<file path="config.mk">
export PLATFORM = sky130hd
export DESIGN_NAME = json_string_unescape
export DESIGN_NICKNAME = d
export VERILOG_FILES = /design/src/design/jsu_pkg.sv /design/src/design/jsu_decode.sv /design/src/design/json_string_unescape.sv
export SDC_FILE = /design/constraint.sdc
export NUM_CORES = 1
export LEC_CHECK = 0
export BUFFER_PORTS_ARGS = -buffer_cell sky130_fd_sc_hd__buf_2
export CAP_MARGIN = 20
export CORE_AREA = 2 2 188 116
export CTS_CLUSTER_DIAMETER = 60
export DETAILED_ROUTE_END_ITERATION = 12
export DIE_AREA = 0 0 190 118
export GPL_TIMING_DRIVEN = 0
export PLACE_DENSITY = 0.55
export SLEW_MARGIN = 20
export SYNTH_ARGS = -nofsm -noshare
export SYNTH_HDL_FRONTEND = slang
export SYNTH_HIERARCHICAL = 1
export SYNTH_SLANG_ARGS = --single-unit
</file>
<file path="constraint.sdc">
create_clock -name clk -period 6.6 [get_ports clk]
set_clock_uncertainty 0.05 [all_clocks]
set_input_delay 0 -clock clk [delete_from_list [all_inputs] [get_ports clk]]
set_output_delay 0 -clock clk [all_outputs]
set_load 0.02 [all_outputs]
</file>
<file path="src/design/jsu_pkg.sv">
package jsu_pkg;

    typedef enum logic [2:0] {
        MODE_NORMAL = 3'b001,
        MODE_ESCAPE = 3'b010,
        MODE_HEX    = 3'b100
    } mode_t;

    localparam logic [1:0] KIND_DATA   = 2'd0;
    localparam logic [1:0] KIND_CLOSED = 2'd1;
    localparam logic [1:0] KIND_UNTERM = 2'd2;

    localparam int MAX_RESULTS = 4;
    localparam int CNT_W       = $clog2(MAX_RESULTS + 1);
    localparam int IDX_W       = $clog2(MAX_RESULTS);
    localparam int PEND_DEPTH  = 3;

    localparam logic [7:0] CH_QUOTE  = 8'h22;
    localparam logic [7:0] CH_BSLASH = 8'h5C;
    localparam logic [7:0] CH_N      = 8'h6E;
    localparam logic [7:0] CH_T      = 8'h74;
    localparam logic [7:0] CH_R      = 8'h72;
    localparam logic [7:0] CH_U      = 8'h75;
    localparam logic [7:0] CH_LF     = 8'h0A;
    localparam logic [7:0] CH_TAB    = 8'h09;
    localparam logic [7:0] CH_CR     = 8'h0D;

    localparam logic [7:0]  UTF8_LEAD2 = 8'hC0;
    localparam logic [7:0]  UTF8_LEAD3 = 8'hE0;
    localparam logic [7:0]  UTF8_CONT  = 8'h80;
    localparam logic [15:0] UTF8_LIM1  = 16'h0080;
    localparam logic [15:0] UTF8_LIM2  = 16'h0800;

    typedef struct packed {
        mode_t       mode;
        logic [1:0]  hex_count;
        logic [15:0] code;
        logic        frozen;
    } dec_state_t;

    localparam dec_state_t DEC_STATE_RESET = '{
        mode:      MODE_NORMAL,
        hex_count: 2'd0,
        code:      16'd0,
        frozen:    1'b0
    };

    typedef struct packed {
        logic [7:0] data;
        logic [1:0] kind;
    } result_t;

    typedef struct packed {
        logic       we;
        logic [1:0] idx;
        logic [7:0] data;
    } pend_wr_t;

    // {valid, value}
    function automatic logic [4:0] hex_digit(input logic [7:0] b);
        logic [4:0] r;
        r = 5'd0;
        if (b >= 8'h30 && b <= 8'h39)
            r = {1'b1, 4'(b - 8'h30)};
        else if (b >= 8'h61 && b <= 8'h66)
            r = {1'b1, 4'(b - 8'h57)};
        else if (b >= 8'h41 && b <= 8'h46)
            r = {1'b1, 4'(b - 8'h37)};
        return r;
    endfunction

endpackage

</file>
<file path="src/design/jsu_decode.sv">
module jsu_decode
(
    input  jsu_pkg::dec_state_t            st,
    input  logic [7:0]                     pend [jsu_pkg::PEND_DEPTH],
    input  logic [7:0]                     in_byte,
    input  logic                           in_last,
    output jsu_pkg::dec_state_t            st_next,
    output jsu_pkg::pend_wr_t              pend_wr,
    output jsu_pkg::result_t               res [jsu_pkg::MAX_RESULTS],
    output logic [jsu_pkg::CNT_W-1:0]      res_cnt
);

    logic [4:0]                hd;
    logic [15:0]               cp;
    logic                      closed;
    logic [jsu_pkg::CNT_W-1:0] cnt;

    assign hd = jsu_pkg::hex_digit(in_byte);

    always_comb
    begin
        st_next = st;
        pend_wr = '0;
        closed  = 1'b0;
        cnt     = '0;
        cp      = st.code;
        for (int i = 0; i < jsu_pkg::MAX_RESULTS; i++)
        begin
            res[i] = '0;
        end

        case (st.mode)
            jsu_pkg::MODE_ESCAPE:
            begin
                st_next.mode = jsu_pkg::MODE_NORMAL;
                case (in_byte)
                    jsu_pkg::CH_N:
                    begin
                        res[0] = '{data: jsu_pkg::CH_LF, kind: jsu_pkg::KIND_DATA};
                        cnt = 3'd1;
                    end
                    jsu_pkg::CH_T:
                    begin
                        res[0] = '{data: jsu_pkg::CH_TAB, kind: jsu_pkg::KIND_DATA};
                        cnt = 3'd1;
                    end
                    jsu_pkg::CH_R:
                    begin
                        res[0] = '{data: jsu_pkg::CH_CR, kind: jsu_pkg::KIND_DATA};
                        cnt = 3'd1;
                    end
                    jsu_pkg::CH_U:
                    begin
                        st_next.mode      = jsu_pkg::MODE_HEX;
                        st_next.hex_count = 2'd0;
                        st_next.code      = 16'd0;
                        st_next.frozen    = 1'b0;
                    end
                    default:
                    begin
                        res[0] = '{data: in_byte, kind: jsu_pkg::KIND_DATA};
                        cnt = 3'd1;
                    end
                endcase
            end

            jsu_pkg::MODE_HEX:
            begin
                // stop taking digits at the first non-hex byte
                if (!st.frozen && hd[4])
                    cp = {st.code[11:0], hd[3:0]};
                else
                    st_next.frozen = 1'b1;
                st_next.code = cp;

                if (st.hex_count == 2'd3)
                begin
                    st_next.mode      = jsu_pkg::MODE_NORMAL;
                    st_next.hex_count = 2'd0;
                    if (cp < jsu_pkg::UTF8_LIM1)
                    begin
                        res[0] = '{data: cp[7:0], kind: jsu_pkg::KIND_DATA};
                        cnt = 3'd1;
                    end
                    else if (cp < jsu_pkg::UTF8_LIM2)
                    begin
                        res[0] = '{data: jsu_pkg::UTF8_LEAD2 | {3'd0, cp[10:6]},
                                   kind: jsu_pkg::KIND_DATA};
                        res[1] = '{data: jsu_pkg::UTF8_CONT | {2'd0, cp[5:0]},
                                   kind: jsu_pkg::KIND_DATA};
                        cnt = 3'd2;
                    end
                    else
                    begin
                        res[0] = '{data: jsu_pkg::UTF8_LEAD3 | {4'd0, cp[15:12]},
                                   kind: jsu_pkg::KIND_DATA};
                        res[1] = '{data: jsu_pkg::UTF8_CONT | {2'd0, cp[11:6]},
                                   kind: jsu_pkg::KIND_DATA};
                        res[2] = '{data: jsu_pkg::UTF8_CONT | {2'd0, cp[5:0]},
                                   kind: jsu_pkg::KIND_DATA};
                        cnt = 3'd3;
                    end
                end
                else if (in_last)
                begin
                    // short \u at end of input: replay the collected bytes literally
                    for (int i = 0; i < jsu_pkg::PEND_DEPTH; i++)
                    begin
                        if (2'(i) < st.hex_count)
                        begin
                            res[i] = '{data: pend[i], kind: jsu_pkg::KIND_DATA};
                        end
                    end
                    res[st.hex_count] = '{data: in_byte, kind: jsu_pkg::KIND_DATA};
                    cnt = {1'b0, st.hex_count} + 3'd1;
                end
                else
                begin
                    pend_wr.we        = 1'b1;
                    pend_wr.idx       = st.hex_count;
                    pend_wr.data      = in_byte;
                    st_next.hex_count = st.hex_count + 2'd1;
                end
            end

            default:
            begin
                if (in_byte == jsu_pkg::CH_QUOTE)
                begin
                    res[0] = '{data: 8'd0, kind: jsu_pkg::KIND_CLOSED};
                    cnt    = 3'd1;
                    closed = 1'b1;
                end
                else if (in_byte == jsu_pkg::CH_BSLASH)
                begin
                    st_next.mode = jsu_pkg::MODE_ESCAPE;
                end
                else
                begin
                    res[0] = '{data: in_byte, kind: jsu_pkg::KIND_DATA};
                    cnt = 3'd1;
                end
            end
        endcase

        if (closed)
        begin
            st_next = jsu_pkg::DEC_STATE_RESET;
        end
        else if (in_last)
        begin
            res[cnt[jsu_pkg::IDX_W-1:0]] = '{data: 8'd0, kind: jsu_pkg::KIND_UNTERM};
            cnt     = cnt + 3'd1;
            st_next = jsu_pkg::DEC_STATE_RESET;
        end

        res_cnt = cnt;
    end

endmodule

</file>
<file path="src/design/json_string_unescape.sv">
// An accepted input transaction is registered in the input stage, then decoded into the result buffer.
// Throughput: one input transaction per cycle while each byte yields at most one result
// and m_axis_tready stays high; an item that yields N results (up to 4, e.g. a 3-byte
// UTF-8 code) holds the result buffer, and so the input, until its results are taken.
// Reset (rst_n low, asynchronous): decoder back to normal mode, input and result
// stages emptied.
module json_string_unescape
(
    input  logic       clk,
    input  logic       rst_n,

    input  logic       s_axis_tvalid,
    output logic       s_axis_tready,
    input  logic [7:0] s_axis_tdata,   // [7:0] in_byte
    input  logic       s_axis_tlast,   // in_last

    output logic       m_axis_tvalid,
    input  logic       m_axis_tready,
    output logic [7:0] m_axis_tdata,   // [7:0] out_byte
    output logic [1:0] m_axis_tuser,   // [1:0] kind
    output logic       m_axis_tlast    // last_of_run
);

    logic                      in_valid_reg;
    logic [7:0]                in_byte_reg;
    logic                      in_last_reg;

    jsu_pkg::dec_state_t       st_reg;
    jsu_pkg::dec_state_t       st_next;
    logic [7:0]                pend_reg [jsu_pkg::PEND_DEPTH];
    jsu_pkg::pend_wr_t         pend_wr;

    jsu_pkg::result_t          res_next [jsu_pkg::MAX_RESULTS];
    logic [jsu_pkg::CNT_W-1:0] res_cnt_next;
    jsu_pkg::result_t          res_reg  [jsu_pkg::MAX_RESULTS];
    logic [jsu_pkg::CNT_W-1:0] rem_reg;
    logic [jsu_pkg::IDX_W-1:0] idx_reg;

    logic                      out_fire;
    logic                      buf_free;
    logic                      advance;

    assign out_fire      = m_axis_tvalid && m_axis_tready;
    assign buf_free      = (rem_reg == '0) || (rem_reg == 3'd1 && m_axis_tready);
    assign advance       = in_valid_reg && buf_free;
    assign s_axis_tready = !in_valid_reg || advance;

    jsu_decode u_decode
    (
        .st      (st_reg),
        .pend    (pend_reg),
        .in_byte (in_byte_reg),
        .in_last (in_last_reg),
        .st_next (st_next),
        .pend_wr (pend_wr),
        .res     (res_next),
        .res_cnt (res_cnt_next)
    );

    always_ff @(posedge clk or negedge rst_n)
    begin
        if (!rst_n)
        begin
            in_valid_reg <= 1'b0;
            st_reg       <= jsu_pkg::DEC_STATE_RESET;
            rem_reg      <= '0;
            idx_reg      <= '0;
        end
        else
        begin
            if (s_axis_tready)
                in_valid_reg <= s_axis_tvalid;
            if (advance)
            begin
                st_reg  <= st_next;
                rem_reg <= res_cnt_next;
                idx_reg <= '0;
            end
            else if (out_fire)
            begin
                rem_reg <= rem_reg - 3'd1;
                idx_reg <= idx_reg + 2'd1;
            end
        end
    end

    // payload: no reset
    always_ff @(posedge clk)
    begin
        if (s_axis_tready && s_axis_tvalid)
        begin
            in_byte_reg <= s_axis_tdata;
            in_last_reg <= s_axis_tlast;
        end
        if (advance)
        begin
            res_reg <= res_next;
            if (pend_wr.we)
                pend_reg[pend_wr.idx] <= pend_wr.data;
        end
    end

    assign m_axis_tvalid = (rem_reg != '0);
    assign m_axis_tdata  = res_reg[idx_reg].data;
    assign m_axis_tuser  = res_reg[idx_reg].kind;
    assign m_axis_tlast  = (rem_reg == 3'd1);

endmodule

</file>
# Yosys cells after proc, flatten, opt, wreduce, memory -nomap -nowiden
# Cells that the tools add are included.
[classes] addsub=8 order_cmp=18 eq_ne=14 n_mux=71 bitwise=7 n_reduce_logical=25
[ops] cell="10-bit 2-to-1 mux" n=21
[ops] cell="40-bit 2-to-1 mux" n=3
[ops] cell="22-bit 2-to-1 mux" n=3
[ops] cell="30-bit 2-to-1 mux" n=2
[ops] cell="40-bit bitwise mux" n=1
[ops] cell="10-bit demux with 2-bit select" n=2
[ops] cell="8-bit by 7-bit == test with 1-bit output, second input constant" n=5
[ops] cell="10-bit case mux with 4 select lines" n=1
[ops] cell="19-bit case mux with 2 select lines" n=1
[ops] cell="36-bit AND" n=1
[ops] cell="36-bit inverter" n=1
[ops] cell="11-bit 2-to-1 mux" n=3
[ops] cell="3-bit 2-to-1 mux" n=11
[ops] cell="16-bit 2-to-1 mux" n=2
[ops] cell="24-bit bitwise mux" n=1
[ops] cell="10-bit binary-select mux with 2-bit select" n=1
[ops] cell="20-bit 2-to-1 mux" n=1
[ops] cell="10-bit case mux with 2 select lines" n=1
[ops] cell="18-bit 2-to-1 mux" n=1
[ops] cell="8-bit demux with 2-bit select" n=1
[ops] cell="8-bit by 7-bit greater-or-equal comparator with 1-bit output, second input constant" n=2
[ops] cell="8-bit by 7-bit <= comparator with 1-bit output, second input constant" n=2
[ops] cell="16-bit by 12-bit < comparator with 1-bit output, second input constant" n=1
[ops] cell="16-bit by 8-bit < comparator with 1-bit output, second input constant" n=1
[ops] cell="other kinds (39)" n=74
[word_totals] ff_bits=101 elab_cells=163

# Longest topological paths before layout
# Gate-level depths: netlist of run 1.
[logic_depth] ltp_word=22 ltp_mapped=16 depth_no_buf=14

# Modules after synthesis
# The synthesis of run 1 kept the hierarchy.
[modules_own_cells] mod="json_string_unescape" instances=1 cells_each=174 area_per_inst_um2=3697.3 seq_area_each_um2=2894.0
[modules_own_cells] mod="jsu_decode" instances=1 cells_each=387 area_per_inst_um2=2451.1 seq_area_each_um2=0.0

# Least setup slack after synthesis of run 1
# No wires, ideal clock.
[synth_timing] kind="register -> register" startpoint="register in_byte_reg[0]" endpoint="register res_reg[34] in the netlist's numbering (data pin)" setup_time_ps=254 arrival_time_ps=3046 required_time_ps=6296 path_slack_ps=3250 path_stages_with_launch=17 synth_period_minus_slack_ps=3350 cell_sequence="edfxtp_1 clkbuf_1 inv_1 ha_1 o21bai_1 a211oi_1 a21oi_1 buf_6 mux2_4 nand2_1 a21o_1 ha_1 nand3_1 clkinv_1 nor2_1 a211o_1 a21o_1"
[synth_rtl] item="start: declaration" line_no="json_string_unescape.sv:25" source="logic [7:0] in_byte_reg;"
[synth_rtl] item="start signal: assignment" line_no="json_string_unescape.sv:92" source="in_byte_reg <= s_axis_tdata;"
[synth_rtl] item="end signal: assignment" line_no="json_string_unescape.sv:97" source="res_reg <= res_next;"
[synth_rtl] item="end: declaration" line_no="json_string_unescape.sv:35" source="jsu_pkg::result_t res_reg [jsu_pkg::MAX_RESULTS];"

==> results.ini, run 1 <==
[worst_setup_path]
crit_arrival_ns=4.89
slowest_delay_ns=0.53
cp_data_required_time_ns=6.78
worst-path-max-fanout=10
path_class=flip-flop to flip-flop
path_cells=clkbuf_1, inv_1, ha_1, o21bai_1, a211oi_1, a21oi_1, buf_6, mux2_4, nand2_1, a21o_1, ha_1, nand3_1, clkinv_1, nor2_1, a211o_1, a21o_1
end_kind=flip-flop
slowest_stage=nor2_1
cp-start-kind=flip-flop

[clock_network]
post_cts_resized=0
cts-buffers-inserted=9
cts_buffer_depth=2
cts.reportedPaths.clkPinSlew_ns=0.08
cts_tree=done
clk_latency_ns=0.36
cts_num_sinks=101
cts_max_level=3
root_buffer=clkbuf_16

[sta]
hold_viol=0
relSlewSlack_pct=43.3
fin_crit_sh_pct=71.4
fmax_mhz=212
finalMaxSlewViolations=0
setup-tns-final_ns=0
tightest_slew_ns=0.845
setup_viol=0
period_minus_slack_ns=4.71
rsz0062_at_grt=no

[route]
drtAntennaViolNets=0
initialDrtViolationCount=441
wl_per_cell_um=20.3
via_count=4798
dr.pass1.iters=5
wirelength_um=18300
met1_length_um=9350
wl_met3_um=1910
wl_met2_um=6780
drc_errors=0
avgViaCountPerCell=5.31
routed.top_layer=met4

[logic_synthesis]
synthMuxAreaShare_pct=11.5
synth_compound_area_share_pct=16.2
synth-adder-area-share_pct=3.46
ys_warn_count=6
synthDistinctLibCells=77
synthSimpleGateAreaFrac_pct=15.6
synth_cells=561
synthesis.area_mm2=0.00615
synthFlopType=edfxtp_1
synth_seq_cells=101
synth-edff-count=73
yosysSeqAreaShare_pct=47.1
synth.avg_cell_area_um2=11.0
synth_xor_area_share_pct=0.570
synth_top_family_by_area=compound AO/OA/AOI/OAI gates
ys_async_sr_fraction_pct=27.7

[floorplanning]
rows=41
start_util_pct=29.7
die_area_mm2=0.0224
core_mm2=0.0207
die_w_um=190
fp.dieH_um=118
io_pins=26

[finish]
drive_above_1_share_pct=22.0
syn2layout_area_growth_pct=15.1
final_area_mm2=0.00708
postLayoutCoreUtil_pct=34.2
fin_cells=903
fin_nets=649
diodes=0
largest_register_ffs=40
nFillCells=2079

[place]
dp_hpwl_um=14100
gp_congestion=0.940
dp_cells=875
io_buffers=25
postPlaceCellArea_mm2=0.00667

[global_routing]
overflow=0
grt_pass1_wl_um=28000
grt_usage_pct=16.8
antenna_found_initial=1
grt_start_max_net_pins=50
grt_pass1_vias=4620

[pwr]
leakage_nw=2.60
p_per_area_mw_per_mm2=308
ir_drop_mv=0.139

[hold_path]
min_path_type=input pin to async pin

[job]
max_cap_viol_count=0

[status]
status=finished clean

-- cells in the mapped netlist, types with 2 or more instances --
library cell / instances / share of area [%]
inv_1: 12 / 0.73
a21oi_1: 42 / 3.4
edfxtp_1: 73 / 36
o211ai_1: 3 / 0.37
o21ai_0: 14 / 1.1
clkbuf_1: 23 / 1.4
buf_2: 9 / 0.73
nor3_1: 10 / 0.81
nand2_1: 41 / 2.5
a32oi_1: 2 / 0.28
nor3b_2: 2 / 0.41
nand2b_1: 6 / 0.61
and2b_1: 2 / 0.24
and3_1: 9 / 0.92
mux2i_1: 5 / 0.81
mux2_4: 4 / 0.98
a22o_1: 11 / 1.6
and2_1: 9 / 0.92
dfrtp_1: 27 / 11
nor2_1: 56 / 3.4
a31oi_1: 4 / 0.41
nor4_1: 7 / 0.71
a211o_1: 4 / 0.57
mux2_2: 32 / 5.9
a22oi_1: 25 / 3.1
nor2b_1: 3 / 0.31
nand3b_1: 2 / 0.24
xnor2_1: 3 / 0.43
buf_6: 3 / 0.55
a211oi_1: 13 / 1.6
nor3b_1: 7 / 0.85
o22ai_1: 3 / 0.31
nor4_2: 3 / 0.61
mux4_2: 10 / 3.7
ha_1: 17 / 3.5
a311oi_1: 2 / 0.28
buf_4: 15 / 1.8
a21o_1: 3 / 0.37
o21a_1: 2 / 0.24
nand3_1: 6 / 0.49
-- power by group --
part	switching, mW	total, mW	internal, mW
registers	0.0641	0.892	0.828
logic	0.464	0.765	0.301
clock network	0.256	0.520	0.264
total	0.784	2.18	1.39
-- worst paths after layout --
kind,startpoint,slack [ns],endpoint,cells past startpoint
worst max-delay path,in_byte_reg[0],1.89,res_reg[34],16
worst min-delay path,rst_n,0.16,st_reg[6],2
worst max register to register,in_byte_reg[0],1.89,res_reg[34],16
worst min register to register,st_reg[7],0.45,st_reg[7],1
max in group asynchronous,rst_n,5.89,st_reg[18],2
min in group clk,s_axis_tdata[0],0.30,in_byte_reg[0],2
-- layer usage --
layer | up-vias | global-route usage [%]
met4 | 0 | 3.78
li1 | 2201 | -
met2 | 202 | 21.1
met5 | - | 0
met1 | 2374 | 26.1
met3 | 21 | 6.41
-- per-stage QoR --
| step | hold slack, ns | total power, mW | setup slack, ns |
|---|---|---|---|
| 5_1_grt | 0.227 | 2.29 | 1.72 |
| 3_5_place_dp | 0.0344 | 1.67 | 2.10 |
| 6_report | 0.160 | 2.18 | 1.89 |
| 2_1_floorplan | -0.346 | 1.43 | 3.25 |
| 3_3_place_gp | 0.0211 | 1.65 | 2.10 |
| 4_1_cts | 0.174 | 2.20 | 2.07 |
-- worst max-delay path, delay by kind of cell (launching register included) --
| kind | cells | cell delay (ns) |
|---|---|---|
| AO/OA/AOI/OAI | 6 | 1.25 |
| adder cells (fa/ha/maj) | 2 | 0.52 |
| buffers and inverters | 4 | 1.32 |
| flip-flops | 1 | 0.38 |
| multiplexers | 1 | 0.21 |
| AND/OR/NAND/NOR | 3 | 0.85 |
-- layout make-up --
| type | instances | area, um^2 | share of cell area [%] |
|---|---|---|---|
| sequential | 101 | 2890 | 40.9 |
| inverter | 13 | 48.8 | 0.690 |
| tap | 279 | 349 | 4.93 |
| buffer | 51 | 293 | 4.14 |
| clock inverter | 7 | 66.3 | 0.937 |
| timing repair buffer | 37 | 245 | 3.47 |
| clock buffer | 9 | 225 | 3.18 |
| multi-input combinational | 406 | 2960 | 41.8 |
-- placed cells by master, fill, tap and decap left out, drive strengths merged, types with 9 or more instances in the layout --
cell / instances
nor3: 11
nor4: 10
buf: 53
and3: 9
nand2: 43
edfxtp: 73
nor3b: 10
inv: 15
a211oi: 13
ha: 17
dlygate4sd3: 12
clkbuf: 32
dfrtp: 27
mux2: 37
conb: 11
mux4: 10
a22oi: 25
a22o: 11
nor2: 57
and2: 9
a21oi: 43
o21ai: 14
-- kinds of logic after synthesis --
kind of cell | Yosys count
and+or+nand+nor | 178
buffers and inverters | 64
DFF | 101
adders and majority gates | 17
xor gates and xnor gates | 4
other | 1
muxes | 52
AOI/OAI and AO/OA | 144
-- timing repair --
action                                 CTS  global route
hold buffers                            12             0
endpoints found under the hold margin   39             0
setup buffers                            0             0
(Power assumes the default switching activity.)
==> inputs of run 2 (changes only) <==
--- a/config.mk
+++ b/config.mk
@@ -5,14 +5,15 @@
 export SDC_FILE = /design/constraint.sdc
 export NUM_CORES = 1
 export LEC_CHECK = 0
+export ABC_AREA = 1
 export BUFFER_PORTS_ARGS = -buffer_cell sky130_fd_sc_hd__buf_2
 export CAP_MARGIN = 20
-export CORE_AREA = 2 2 188 116
+export CORE_AREA = 2 2 190 118
 export CTS_CLUSTER_DIAMETER = 60
 export DETAILED_ROUTE_END_ITERATION = 12
-export DIE_AREA = 0 0 190 118
+export DIE_AREA = 0 0 192 120
 export GPL_TIMING_DRIVEN = 0
-export PLACE_DENSITY = 0.55
+export PLACE_DENSITY = 0.57
 export SLEW_MARGIN = 20
 export SYNTH_ARGS = -nofsm -noshare
 export SYNTH_HDL_FRONTEND = slang
==> constraint.sdc (replaced) <==
create_clock -name clk -period 4.3 [get_ports clk]
set_clock_uncertainty 0.05 [all_clocks]
set_input_delay 0 -clock clk [delete_from_list [all_inputs] [get_ports clk]]
set_output_delay 0 -clock clk [all_outputs]
set_load 0.02 [all_outputs]
==> run 2 against run 1 <==
Compared with the run above:
- critical path type unchanged
- flip-flop and latch count stayed put
- register-to-register slack worse by 1.7 ns
- largest power group is now combinational logic
- die area increased by 2.8%
- critical endpoint is now res_reg[14]
- area after synthesis is 2.2% higher
- sequential share of layout area shrank 0.92 points
- global-route usage grew 0.55 points
- fmax up 15%
==> results.ini, run 2 <==
[logic_synthesis]
synth_area_leaders=edfxtp_1 35%, nand2_1 13%, dfrtp_1 11%, a21oi_1 5.5%, o21ai_0 4.6%
synth.most_common_cell=nand2_1
synth_cells=781  ; +39%
synthDistinctLibCells=47  ; -39%
ys_async_sr_fraction_pct=27.7  ; unchanged
synthFlopType=edfxtp_1
synth_top_area_cell=edfxtp_1
synth-edff-count=73  ; unchanged
synth.avg_cell_area_um2=8.04  ; -27%
yosys.area.top_type_share_pct=34.9  ; -0.76 points
ys_warn_count=6  ; unchanged
synthesis.area_mm2=0.00628  ; +2.2%
yosys-top-cells-count=211 x nand2_1, 73 x edfxtp_1, 70 x nor2_1
yosysSeqAreaShare_pct=46.1  ; -1.0 points
synth_seq_cells=101  ; unchanged

[sta]
fin_crit_sh_pct=95.3  ; +24 points
setup_viol=0  ; unchanged
finalMaxSlewViolations=0  ; unchanged
tightest_slew_ns=0.920  ; +0.0757 ns
hold_viol=0  ; unchanged
relSlewSlack_pct=38.0  ; -5.3 points
fin_ws_ns=0.201  ; -1.69 ns
fmax_mhz=244  ; +15%
setup-tns-final_ns=0  ; unchanged
period_minus_slack_ns=4.10  ; -0.614 ns
rsz0062_at_grt=yes

[pwr]
p_comb_share_pct=43.4  ; +8.3 points
p_int_mw=2.28  ; +64%
p_per_area_mw_per_mm2=559  ; +82%
p_seq_share_pct=35.1  ; -5.9 points
leakage_nw=3.04  ; +17%
swShare_pct=43.7  ; +7.7 points
fin_total_pwr_mw=4.05  ; +86%
switching_power_mw=1.77  ; +130%
power.share.clock_pct=21.5  ; -2.4 points
ir_drop_mv=0.335  ; +140%

[finish]
layout_common_cells=211 x nand2_1, 73 x edfxtp_1, 69 x nor2_1, 69 x a21oi_1, 64 x inv_1
multi_input_area_mm2=0.00287  ; -2.8%
drive_above_1_share_pct=13.9  ; -8.1 points
regArea_mm2=0.00289  ; unchanged
fin_cells=1130  ; +25%
final_common_cell=nand2_1
nFillCells=2278  ; +9.6%
syn2layout_area_growth_pct=15.2
final_area_mm2=0.00724  ; +2.3%
largest_register_ffs=40  ; unchanged
fin_nets=868  ; +34%

[global_routing]
grt_start_max_net_pins=50  ; unchanged
grt_pass1_vias=5086  ; +10%
antenna_found_initial=1  ; unchanged
grt_usage_pct=17.3  ; +0.55 points
overflow=0  ; unchanged
grt_pass1_wl_um=29600  ; +5.8%

[floorplanning]
start_util_pct=29.3  ; -0.44 points
io_pins=26  ; unchanged
die_w_um=192  ; +1.1%
core_mm2=0.0214  ; +3.7%
rows=42  ; +2.4%
die_area_mm2=0.0230  ; +2.8%
fp.dieH_um=120  ; +1.7%

[clock_network]
cts_num_sinks=101  ; unchanged
clk_latency_ns=0.36  ; about the same
cts_buffer_depth=2  ; unchanged
cts.reportedPaths.clkPinSlew_ns=0.08  ; about the same
cts-buffers-inserted=9  ; unchanged
post_cts_buffers=0  ; unchanged
root_buffer=clkbuf_16
cts_tree=done
cts_max_level=3  ; unchanged

[hold_path]
hold_path_depth=4
min_path_type=input pin to flip-flop
hp-start=m_axis_tready
holdPathEnd=in_valid_reg

[place]
dpl_worst_slack_ns=0.263  ; -1.83 ns
postPlaceCellArea_mm2=0.00680  ; +2.1%
dp_hpwl_um=14700  ; +4.1%
dp_cells=1102  ; +26%
gp_congestion=0.950  ; +1.1%
io_buffers=25  ; unchanged

[worst_setup_path]
worst-path-max-fanout=10  ; unchanged
slowest_stage=edfxtp_1
path_cells=inv_1, ha_1, inv_1, nand3_1, nand3_2, nand2_8, buf_4, nand3_1, nand2_1, nand2_2, inv_1, nand2_1, nor2_2, nand3_1, nand2_1, inv_1, ha_1, inv_1, o211ai_1, a211oi_1
crit_arrival_ns=4.18  ; -0.71 ns
cpLargestDelayFamily=simple AND/OR/NAND/NOR gates
path_class=flip-flop to flip-flop
cp-start-kind=flip-flop
reg2reg_slack_ns=0.20  ; -1.69 ns
crit_buf_inv=6  ; +2
crit_top_cell=inv_1
reg2reg_from=in_byte_reg[1]
slowest_delay_ns=0.53  ; about the same
cp_data_required_time_ns=4.38  ; -2.40 ns
worstReg2RegEnd=res_reg[14]
rr_worst_depth=20  ; +4
end_kind=flip-flop

[route]
avgViaCountPerCell=4.93  ; -7.2%
wirelength_um=19300  ; +5.3%
via_count=5574  ; +16%
initialDrtViolationCount=638  ; +45%
drc_errors=0  ; unchanged
wl_per_cell_um=17.1  ; -16%
dr.pass1.iters=5  ; unchanged
drtAntennaViolNets=0  ; unchanged

[status]
status=finished clean

[job]
max_cap_viol_count=0  ; unchanged

[run 2: changes by cell type after synthesis, sizes merged, moves of 11 or more]
cell	before	now
nand2	43	231
inv	12	73
o21ai	14	62
nand3	6	52
mux2	37	0
a21oi	43	71
a22oi	25	0
nor2	57	78
a22o	11	0
[run 2: metal layers]
metal	track usage, %	routed length, um	up-vias
met5	0	0	-
met4	3.48	176	0
met3	6.81	2190	15
met2	20.4	6670	229
met1	28.1	10200	2638
li1	-	-	2692
[run 2: cells by family (layout without fill, tap and decap cells)]
group	after synthesis	after routing	synth area share, %
adder cells (fa/ha/maj)	17	17	3.39
flip-flops	101	101	46.1
AND/OR/NAND/NOR	376	376	26.7
other	1	12	0.0597
AO/OA/AOI/OAI	161	161	14.1
buffers and inverters	120	172	9.00
XOR/XNOR	4	4	0.558
multiplexers	1	1	0.159
[run 2: area by class of cell]
class                      count  share of cell area, %
sequential                   101                   40.0
multi-input combinational    570                   39.7
tap                          286                   4.94
inverter                      76                   3.98
buffer                        44                   3.84
timing repair buffer          36                   3.25
clock buffer                   9                   3.11
clock inverter                 7                   1.19
antenna                        1                 0.0346
[run 2: how the worst max path moves through the flow]
stage                         from     endpoint  cells after the start
floorplan           in_byte_reg[1]  res_reg[12]                     19
global placement    in_byte_reg[1]  res_reg[13]                     20
detailed placement  in_byte_reg[1]  res_reg[13]                     20
CTS                 in_byte_reg[1]  res_reg[13]                     20
global route        in_byte_reg[1]  res_reg[13]                     20
finish              in_byte_reg[1]  res_reg[14]                     20
[run 2: timing repair]
action / CTS / global route
resized for setup: 0 / 3
hold buffers: 11 / 0
endpoints found under the hold margin: 37 / 0
endpoints found under the setup margin: 0 / 6
[run 2: worst reg2reg max path, cell delays in order, from the launching register on]
cell,delay (ns)
edfxtp_1,0.53
inv_1,0.28
ha_1,0.27
inv_1,0.05
nand3_1,0.09
nand3_2,0.14
nand2_8,0.14
buf_4,0.20
nand3_1,0.09
nand2_1,0.16
nand2_2,0.10
inv_1,0.06
nand2_1,0.06
nor2_2,0.18
nand3_1,0.19
nand2_1,0.21
inv_1,0.08
ha_1,0.21
inv_1,0.09
o211ai_1,0.27
a211oi_1,0.44
[run 2: power groups by stage]
stage / Clock, mW / Sequential [mW] / Combinational, mW
global placement: 0 / 1.44 / 1.71
CTS: 0.884 / 1.42 / 1.73
detailed placement: 0 / 1.44 / 1.72
finish: 0.868 / 1.42 / 1.76
global route: 0.925 / 1.44 / 1.93
floorplan: 0 / 1.39 / 1.21
[run 2: metrics by stage]
step                      hold slack [ns]  utilization [%]
after global routing                0.105             33.8
final                              0.0280             33.8
after global placement             0.0327             31.7
after CTS                          0.0396             33.7
after detailed placement           0.0354             31.7
after floorplan                    -0.346                -
